$ cat src/rtl/rsc_pkg.sv
`timescale 1ns / 1ps
`default_nettype none

package rsc_pkg;

    // Field and syndrome sizes; the widths of the beat fields follow from them.
    localparam int SymbolBits   = 8;
    localparam int MaxSyndromes = 32;
    localparam int IndexBits    = 5;
    localparam int PolyBits     = SymbolBits + 1;
    localparam int ParityBits   = 6;
    localparam int CountBits    = $clog2(MaxSyndromes + 1);
    localparam int AddrBits     = 3;
    localparam int DataBits     = 32;

    typedef logic [SymbolBits-1:0] t_sym;

    typedef struct packed {
        t_sym symbol;
        logic block_end;
    } t_in_beat;

    typedef struct packed {
        t_sym                 syndrome_value;
        logic [IndexBits-1:0] syndrome_index;
        logic                 no_errors;
        logic                 last_syndrome;
    } t_out_beat;

    // Per-cycle controls broadcast to every cell of the chain.
    typedef struct packed {
        logic step;
        logic load;
        logic shift;
    } t_cell_ctrl;

    // Register file contents seen by the datapath.
    typedef struct packed {
        logic [PolyBits-1:0]   field_poly;
        logic [ParityBits-1:0] parity_symbols;
        logic                  poly_write;
    } t_cfg;

    typedef enum logic {
        REG_FIELD_POLY = 1'b0,
        REG_PARITY     = 1'b1
    } t_reg_index;

    localparam logic [PolyBits-1:0]   FieldPolyReset = PolyBits'(285);
    localparam logic [ParityBits-1:0] ParityReset    = ParityBits'(16);

    // Multiply by x, reducing by the programmed polynomial.
    function automatic t_sym gf_times_x(input t_sym v, input logic [PolyBits-1:0] poly);
        logic [SymbolBits:0] s;
        s = {v, 1'b0};
        if (s[SymbolBits]) begin
            s = s ^ poly;
        end
        return s[SymbolBits-1:0];
    endfunction

    // General field multiply, MSB-first shift and add.
    function automatic t_sym gf_mul(input t_sym a, input t_sym b,
                                    input logic [PolyBits-1:0] poly);
        t_sym p;
        p = '0;
        for (int i = SymbolBits - 1; i >= 0; i--) begin
            p = gf_times_x(p, poly);
            if (a[i]) begin
                p = p ^ b;
            end
        end
        return p;
    endfunction

endpackage

`default_nettype wire

$ cat src/rtl/rsc_cell.sv
`timescale 1ns / 1ps
`default_nettype none

module rsc_cell (
    input  wire logic                         i_clk,
    input  wire logic                         i_rst_n,
    input  wire rsc_pkg::t_cell_ctrl          i_ctrl,
    input  wire logic [rsc_pkg::PolyBits-1:0] i_poly,
    input  wire rsc_pkg::t_sym                i_sym,
    input  wire logic                         i_in_range,
    input  wire rsc_pkg::t_sym                i_pow_prev,
    output rsc_pkg::t_sym                     o_pow,
    input  wire rsc_pkg::t_sym                i_sh_next,
    output rsc_pkg::t_sym                     o_sh,
    output logic                              o_nz
);
    import rsc_pkg::*;

    t_sym r_pow;
    t_sym r_acc;
    t_sym r_sh;
    logic r_nz;
    t_sym n_acc;

    // This cell's evaluation point is its left neighbor's point times x.
    always_ff @(posedge i_clk) begin
        r_pow <= gf_times_x(i_pow_prev, i_poly);
    end

    assign n_acc = gf_mul(r_acc, r_pow, i_poly) ^ i_sym;

    always_ff @(posedge i_clk) begin
        if (!i_rst_n) begin
            r_acc <= '0;
            r_nz  <= 1'b0;
        end else if (i_ctrl.step) begin
            r_acc <= i_ctrl.load ? '0 : n_acc;
            if (i_ctrl.load) begin
                r_nz <= i_in_range && (n_acc != '0);
            end
        end
    end

    always_ff @(posedge i_clk) begin
        if (i_ctrl.load) begin
            r_sh <= n_acc;
        end else if (i_ctrl.shift) begin
            r_sh <= i_sh_next;
        end
    end

    assign o_pow = r_pow;
    assign o_sh  = r_sh;
    assign o_nz  = r_nz;

endmodule

`default_nettype wire

$ cat src/rtl/rsc_regs.sv
`timescale 1ns / 1ps
`default_nettype none

module rsc_regs (
    input  wire logic                         i_clk,
    input  wire logic                         i_rst_n,
    input  wire logic                         psel,
    input  wire logic                         penable,
    input  wire logic                         pwrite,
    input  wire logic [rsc_pkg::AddrBits-1:0] paddr,
    input  wire logic [rsc_pkg::DataBits-1:0] pwdata,
    output logic      [rsc_pkg::DataBits-1:0] prdata,
    output logic                              pready,
    output rsc_pkg::t_cfg                     o_cfg
);
    import rsc_pkg::*;

    logic [PolyBits-1:0]   r_poly;
    logic [ParityBits-1:0] r_parity;
    logic                  r_poly_write;
    logic                  w_write;
    t_reg_index            w_index;

    assign w_write = psel && penable && pwrite;
    assign w_index = t_reg_index'(paddr[2]);

    always_ff @(posedge i_clk) begin
        if (!i_rst_n) begin
            r_poly       <= FieldPolyReset;
            r_parity     <= ParityReset;
            r_poly_write <= 1'b0;
        end else begin
            r_poly_write <= 1'b0;
            if (w_write) begin
                unique case (w_index)
                    REG_FIELD_POLY: begin
                        r_poly       <= pwdata[PolyBits-1:0];
                        r_poly_write <= 1'b1;
                    end
                    REG_PARITY: begin
                        r_parity <= pwdata[ParityBits-1:0];
                    end
                endcase
            end
        end
    end

    always_comb begin
        unique case (w_index)
            REG_FIELD_POLY: prdata = DataBits'(r_poly);
            REG_PARITY:     prdata = DataBits'(r_parity);
        endcase
    end

    assign pready               = 1'b1;
    assign o_cfg.field_poly     = r_poly;
    assign o_cfg.parity_symbols = r_parity;
    assign o_cfg.poly_write     = r_poly_write;

endmodule

`default_nettype wire

$ cat src/rtl/rs_syndrome_calculator.sv
`timescale 1ns / 1ps
`default_nettype none

// Reed-Solomon syndrome calculator over GF(2^8).
// Input channel (i_in_valid / o_in_ready / i_in): one code symbol per beat, highest
// degree first; block_end marks the degree-zero symbol. Output channel (o_out_valid /
// i_out_ready / o_out): the 2t syndromes of a block, one per beat, in index order.
// A row of 32 identical cells holds one accumulator each and updates it with one
// field multiply per accepted beat, so symbols are taken one per cycle unless the
// input is held off. The first syndrome is offered the cycle after the block_end
// beat is taken; the rest follow one per cycle while the receiver is ready, from a
// shadow shift chain while the cells already take the next block. Each cell
// registers its evaluation point from its neighbor's, so the input is held off
// while the points settle along the chain after reset and after every write of
// field_poly. Beyond that, a block_end beat waits only while the previous block's
// syndromes are still being delivered, so with a stalled receiver the input keeps
// running until the next block end. Reset clears the accumulators and the output
// channel. APB registers: field_poly at address 0, parity_symbols at address 4.
module rs_syndrome_calculator (
    input  wire logic                         i_clk,
    input  wire logic                         i_rst_n,
    input  wire logic                         i_in_valid,
    output logic                              o_in_ready,
    input  wire rsc_pkg::t_in_beat            i_in,
    output logic                              o_out_valid,
    input  wire logic                         i_out_ready,
    output rsc_pkg::t_out_beat                o_out,
    input  wire logic                         psel,
    input  wire logic                         penable,
    input  wire logic                         pwrite,
    input  wire logic [rsc_pkg::AddrBits-1:0] paddr,
    input  wire logic [rsc_pkg::DataBits-1:0] pwdata,
    output logic      [rsc_pkg::DataBits-1:0] prdata,
    output logic                              pready
);
    import rsc_pkg::*;

    t_cfg                  w_cfg;
    t_cell_ctrl            w_ctrl;
    t_sym                  w_pow [MaxSyndromes+1];
    t_sym                  w_sh  [MaxSyndromes+1];
    logic [MaxSyndromes-1:0] w_nz;
    logic [ParityBits-1:0] w_even;
    logic [CountBits-1:0]  w_count;
    logic                  w_in_fire;
    logic                  w_out_fire;
    logic                  w_last;

    logic [CountBits-1:0]  r_settle;
    logic                  r_busy;
    logic [IndexBits-1:0]  r_idx;
    logic [IndexBits-1:0]  r_last_idx;

    rsc_regs u_regs (
        .i_clk   (i_clk),
        .i_rst_n (i_rst_n),
        .psel    (psel),
        .penable (penable),
        .pwrite  (pwrite),
        .paddr   (paddr),
        .pwdata  (pwdata),
        .prdata  (prdata),
        .pready  (pready),
        .o_cfg   (w_cfg)
    );

    // Syndrome count: parity count rounded down to even, capped at the cell count.
    assign w_even  = {w_cfg.parity_symbols[ParityBits-1:1], 1'b0};
    assign w_count = (w_even > ParityBits'(MaxSyndromes)) ? CountBits'(MaxSyndromes)
                                                          : CountBits'(w_even);

    assign w_last     = (r_idx == r_last_idx);
    assign w_out_fire = o_out_valid && i_out_ready;
    assign w_in_fire  = i_in_valid && o_in_ready;

    // A block end may enter while the final syndrome of the previous block leaves.
    // The cycle right after a polynomial write still sees the old points, so it is
    // held off as well.
    assign o_in_ready = (r_settle == '0) && !w_cfg.poly_write
                     && (!r_busy || !i_in.block_end || (w_out_fire && w_last));

    assign w_ctrl.step  = w_in_fire;
    assign w_ctrl.load  = w_in_fire && i_in.block_end;
    assign w_ctrl.shift = w_out_fire;

    // The leftmost cell sees the field element one; its point is then x.
    assign w_pow[0]           = SymbolBits'(1);
    assign w_sh[MaxSyndromes] = '0;

    for (genvar j = 0; j < MaxSyndromes; j++) begin : g_cell
        rsc_cell u_cell (
            .i_clk      (i_clk),
            .i_rst_n    (i_rst_n),
            .i_ctrl     (w_ctrl),
            .i_poly     (w_cfg.field_poly),
            .i_sym      (i_in.symbol),
            .i_in_range (CountBits'(j) < w_count),
            .i_pow_prev (w_pow[j]),
            .o_pow      (w_pow[j+1]),
            .i_sh_next  (w_sh[j+1]),
            .o_sh       (w_sh[j]),
            .o_nz       (w_nz[j])
        );
    end

    // Settling counter for the evaluation points after reset or a new polynomial.
    always_ff @(posedge i_clk) begin
        if (!i_rst_n || w_cfg.poly_write) begin
            r_settle <= CountBits'(MaxSyndromes);
        end else if (r_settle != '0) begin
            r_settle <= r_settle - 1'b1;
        end
    end

    // Output sequencing over the shadow chain.
    always_ff @(posedge i_clk) begin
        if (!i_rst_n) begin
            r_busy     <= 1'b0;
            r_idx      <= '0;
            r_last_idx <= '0;
        end else if (w_ctrl.load && (w_count != '0)) begin
            r_busy     <= 1'b1;
            r_idx      <= '0;
            r_last_idx <= IndexBits'(w_count - 1'b1);
        end else if (w_out_fire) begin
            if (w_last) begin
                r_busy <= 1'b0;
            end else begin
                r_idx <= r_idx + 1'b1;
            end
        end
    end

    assign o_out_valid          = r_busy;
    assign o_out.syndrome_value = w_sh[0];
    assign o_out.syndrome_index = r_idx;
    assign o_out.no_errors      = ~|w_nz;
    assign o_out.last_syndrome  = w_last;

    // A block end taken while busy must coincide with the final syndrome leaving.
    a_end_overlap: assert property (@(posedge i_clk) disable iff (!i_rst_n)
        (w_in_fire && i_in.block_end && r_busy) |-> (w_out_fire && w_last))
        else $error("block end accepted while syndromes still pending");

    // After the final syndrome leaves with no new block, the channel goes quiet.
    a_drain_done: assert property (@(posedge i_clk) disable iff (!i_rst_n)
        (w_out_fire && w_last && !w_ctrl.load) |=> !o_out_valid)
        else $error("output still valid after final syndrome");

    // The running index never passes the final index of the run.
    a_index_bound: assert property (@(posedge i_clk) disable iff (!i_rst_n)
        o_out_valid |-> (r_idx <= r_last_idx))
        else $error("syndrome index beyond syndrome count");

    // No symbol enters while the evaluation points are settling.
    a_settle_hold: assert property (@(posedge i_clk) disable iff (!i_rst_n)
        (r_settle != '0) |-> !o_in_ready)
        else $error("input accepted before evaluation points settled");

endmodule

`default_nettype wire

$ cat config.mk
export PLATFORM = sky130hd
export DESIGN_NAME = rs_syndrome_calculator
export DESIGN_NICKNAME = d
export VERILOG_FILES = /design/src/rtl/rsc_pkg.sv /design/src/rtl/rsc_cell.sv /design/src/rtl/rsc_regs.sv /design/src/rtl/rs_syndrome_calculator.sv
export SDC_FILE = /design/constraint.sdc
export NUM_CORES = 2
export LEC_CHECK = 0
export BUFFER_PORTS_ARGS = -buffer_cell sky130_fd_sc_hd__buf_4
export CORE_MARGIN = 2
export CORE_UTILIZATION = 25
export CTS_BUF_LIST = sky130_fd_sc_hd__clkbuf_4 sky130_fd_sc_hd__clkbuf_8
export CTS_CLUSTER_SIZE = 12
export DETAILED_ROUTE_END_ITERATION = 8
export GPL_ROUTABILITY_DRIVEN = 0
export PLACE_DENSITY = 0.49
export REMOVE_ABC_BUFFERS = 1
export SYNTH_ARGS = -nofsm -noshare
export SYNTH_HDL_FRONTEND = slang
export SYNTH_HIERARCHICAL = 1
export SYNTH_SLANG_ARGS = --single-unit
$ cat constraint.sdc
create_clock -name i_clk -period 6.8 [get_ports i_clk]
set_input_delay 1.02 -clock i_clk [delete_from_list [all_inputs] [get_ports i_clk]]
set_output_delay 1.02 -clock i_clk [all_outputs]
set_load 0.01 [all_outputs]
==> metrics.txt <==
vias per inst about 4.7; worst endpoint data arrival time approximately 6100 ps; Vias just over 90000; FFs w/ async S/R, synth 0%; clock buffer depth 4; CTS Hold Bufs 0; chip height approximately 670 um; top_reg_cell synth dfxtp_1; vias in the first global route roughly 85000; number of remaining DRC errors 0; CP endpoint kind flip-flop; CTS tree built; Finished Core Util a little over a quarter; Combinational Power Share 59.8%; status finished, final reports clean; crit-path max FO 41; Placed Area between 100000 and 150000 um^2; IO buf count 51; mean post-synth cell area 7.75 um^2; share of the synthesized area in the top cell type a little over a fifth; power density cells about 330 nW/um^2; I/O Pins between 100 and 150; CTS Sinks roughly 830; Crit path required time ~7600 ps; final hold vios 0; Max Cap Viol 0; routed wire length between 300000 and 400000 um; Switching Fraction about half; Clk pwr share between 10% and 20%; Synth area leaders xnor2_1 (21%), nand2_1 (12%), dfxtp_1 (11%); Die Wd approximately 670 um; worst min path class input port to flip-flop; P_int a little over 20000 uW; postcts setup bufs 0; Die Area roughly 440000 um^2; EDFF count, synth ~260; DP HPWL 231000 um; Final ANT Viol Nets 0; Area growth syn-to-layout 6.46%; pin count of the biggest net entering global routing 164; DR pass1 iterations 5; Pwr Total a little under 40000 uW; Reg power frac approximately 25%; CTS clock-pin slew for the worst setup and hold paths around 70 ps; leakage 0.0367 uW; Synth Instances around 14000; Slew HR 8.57%; cts bufs inserted 169; Max IR drop VDD approximately 0.15 mV; H-tree level count 4; fin area 117000 um^2; post-route setup TNS 0 ps; post-CTS sizing 0; Remaining Overflow, GRT 0; nature of the critical path startpoint flip-flop; RSZ-0062 raised after global routing false; Cell Area, Synth about 110000 um^2; CORE AREA approximately 440000 um^2; Nets approximately 14000; Setup Viol. Count Final 0; Filler cells between 40000 and 50000; DR WL/cell 17.2 um; post-synthesis sequential area ratio between 10% and 20%; Ys Warns 6; worst skew pair latency roughly 960 ps; kind of critical path flip-flop to flip-flop; sw power around 19000 uW; Yosys reg bits 833; global-route wire length before repair approximately 520000 um; row count ~240; Initial Util 25.1%; fmax 190 MHz; gr usage total between 10 and 15%; share of cells above drive strength 1 11.9%; CTS root buf clkbuf_8; initial antenna violation count 7; fin. max-slew vios 0; worst slew pin tran ~1400 ps; Tcrit/Tclk final between 70 and 80%; initial drt markers a little under 6000; clk_skew 88.8 ps; Yosys cell types 91; post-synth top area cell xnor2_1; Tmin final 5260 ps
[layout by cell type, fill, tap and decap left out, drive strengths merged, types with 230 or more instances in the layout]
cell,synthesis,layout
o21ai,230,230
nor2,466,466
xnor2,2759,2759
mux2i,240,240
clkbuf,518,246
nand2b,230,230
nand2,3708,3708
mux2,326,326
edfxtp,256,256
xor2,517,517
nor2b,559,559
dfxtp,577,577
a21oi,455,455
[path summary, 6_finish.rpt]
kind,from,endpoint,slack [ps],depth (start not counted)
setup / recovery,u_regs/r_poly[5],g_cell[30].u_cell/o_nz,1540,15
hold / removal,pwdata[6],u_regs/r_poly[6],310,3
setup reg to reg,u_regs/r_poly[5],g_cell[30].u_cell/o_nz,1540,15
hold reg to reg,g_cell[26].u_cell/o_nz,g_cell[26].u_cell/o_nz,460,2
[synthesized netlist by cell type (all sizes together), types with 240 or more instances]
library cell / number
a21oi: 455
buf: 608
clkbuf: 518
dfxtp: 577
edfxtp: 256
mux2: 326
mux2i: 240
nand2: 3708
nor2: 466
nor2b: 559
xnor2: 2759
xor2: 517
[layout make-up]
class	count	area (um^2)	area share [%]
multi-input combinational	12100	84200	72.0
clock buffer	246	3050	2.61
tap	5757	7200	6.16
sequential	833	19300	16.5
inverter	135	508	0.434
antenna	2	5.00	0.00428
clock inverter	56	547	0.467
timing repair buffer	225	2220	1.90
[layer usage]
layer	GRT usage (%)	routed length, um	share of wire (%)
met5	0	13	0.0039
met4	2.79	6300	1.9
met1	20.7	165000	49
met3	1.42	11700	3.5
met2	23.3	150000	45
[critical path, cell delays in order (launching register included)]
cell and delay (ps):
dfxtp_4 820, buf_4 560, nand3b_1 140, a21oi_1 350, nor3_2 130, or2_4 280
mux2_4 320, o31a_1 310, nor2_1 220, o221ai_1 220, nand2_4 160, mux2_2 360
xnor2_1 190, a2111o_1 340, o41ai_2 520, a21boi_1 120
[sequential cells by signal (all words and copies together), names as in the netlist]
register,count
u_regs/r_parity,6
g_cell.u_cell/o_sh,256
u_regs/r_poly_write,1
r_idx,5
o_out_valid,1
g_cell.u_cell/o_nz,32
g_cell.u_cell/r_acc,256
r_settle,6
u_regs/r_poly,9
r_last_idx,5
g_cell.u_cell/o_pow,256
[per-stage QoR]
stage,instances,hold WS (ps),setup slack (ps)
after floorplan,13100,431,-15010
after CTS,19400,228,1590
final,19400,314,1540
after global routing,19400,285,1140
after detailed placement,19100,447,1630
after global placement,19100,440,1660
[power by group through the flow]
stage / Sequential [uW] / Clock [uW] / Combinational [uW]
finish: 9930 / 5800 / 23400
global route: 10200 / 6200 / 25500
CTS: 9910 / 6000 / 23400
detailed placement: 9990 / 0 / 23300
global placement: 10000 / 0 / 23200
floorplan: 8500 / 0 / 18700
[cell families (layout without fill, tap and decap cells)]
kind of cell / after synthesis / after routing / synth area share (%)
AND/OR/NAND/NOR: 6178 / 6178 / 27.2
multiplexers: 566 / 566 / 6.00
flip-flops: 833 / 833 / 17.5
XOR/XNOR: 3372 / 3372 / 29.8
adder cells (fa/ha/maj): 5 / 5 / 0.0569
AO/OA/AOI/OAI: 1953 / 1953 / 13.4
buffers and inverters: 1261 / 662 / 6.02
other: 4 / 42 / 0.0137
Power figures use the tool's default switching activity.
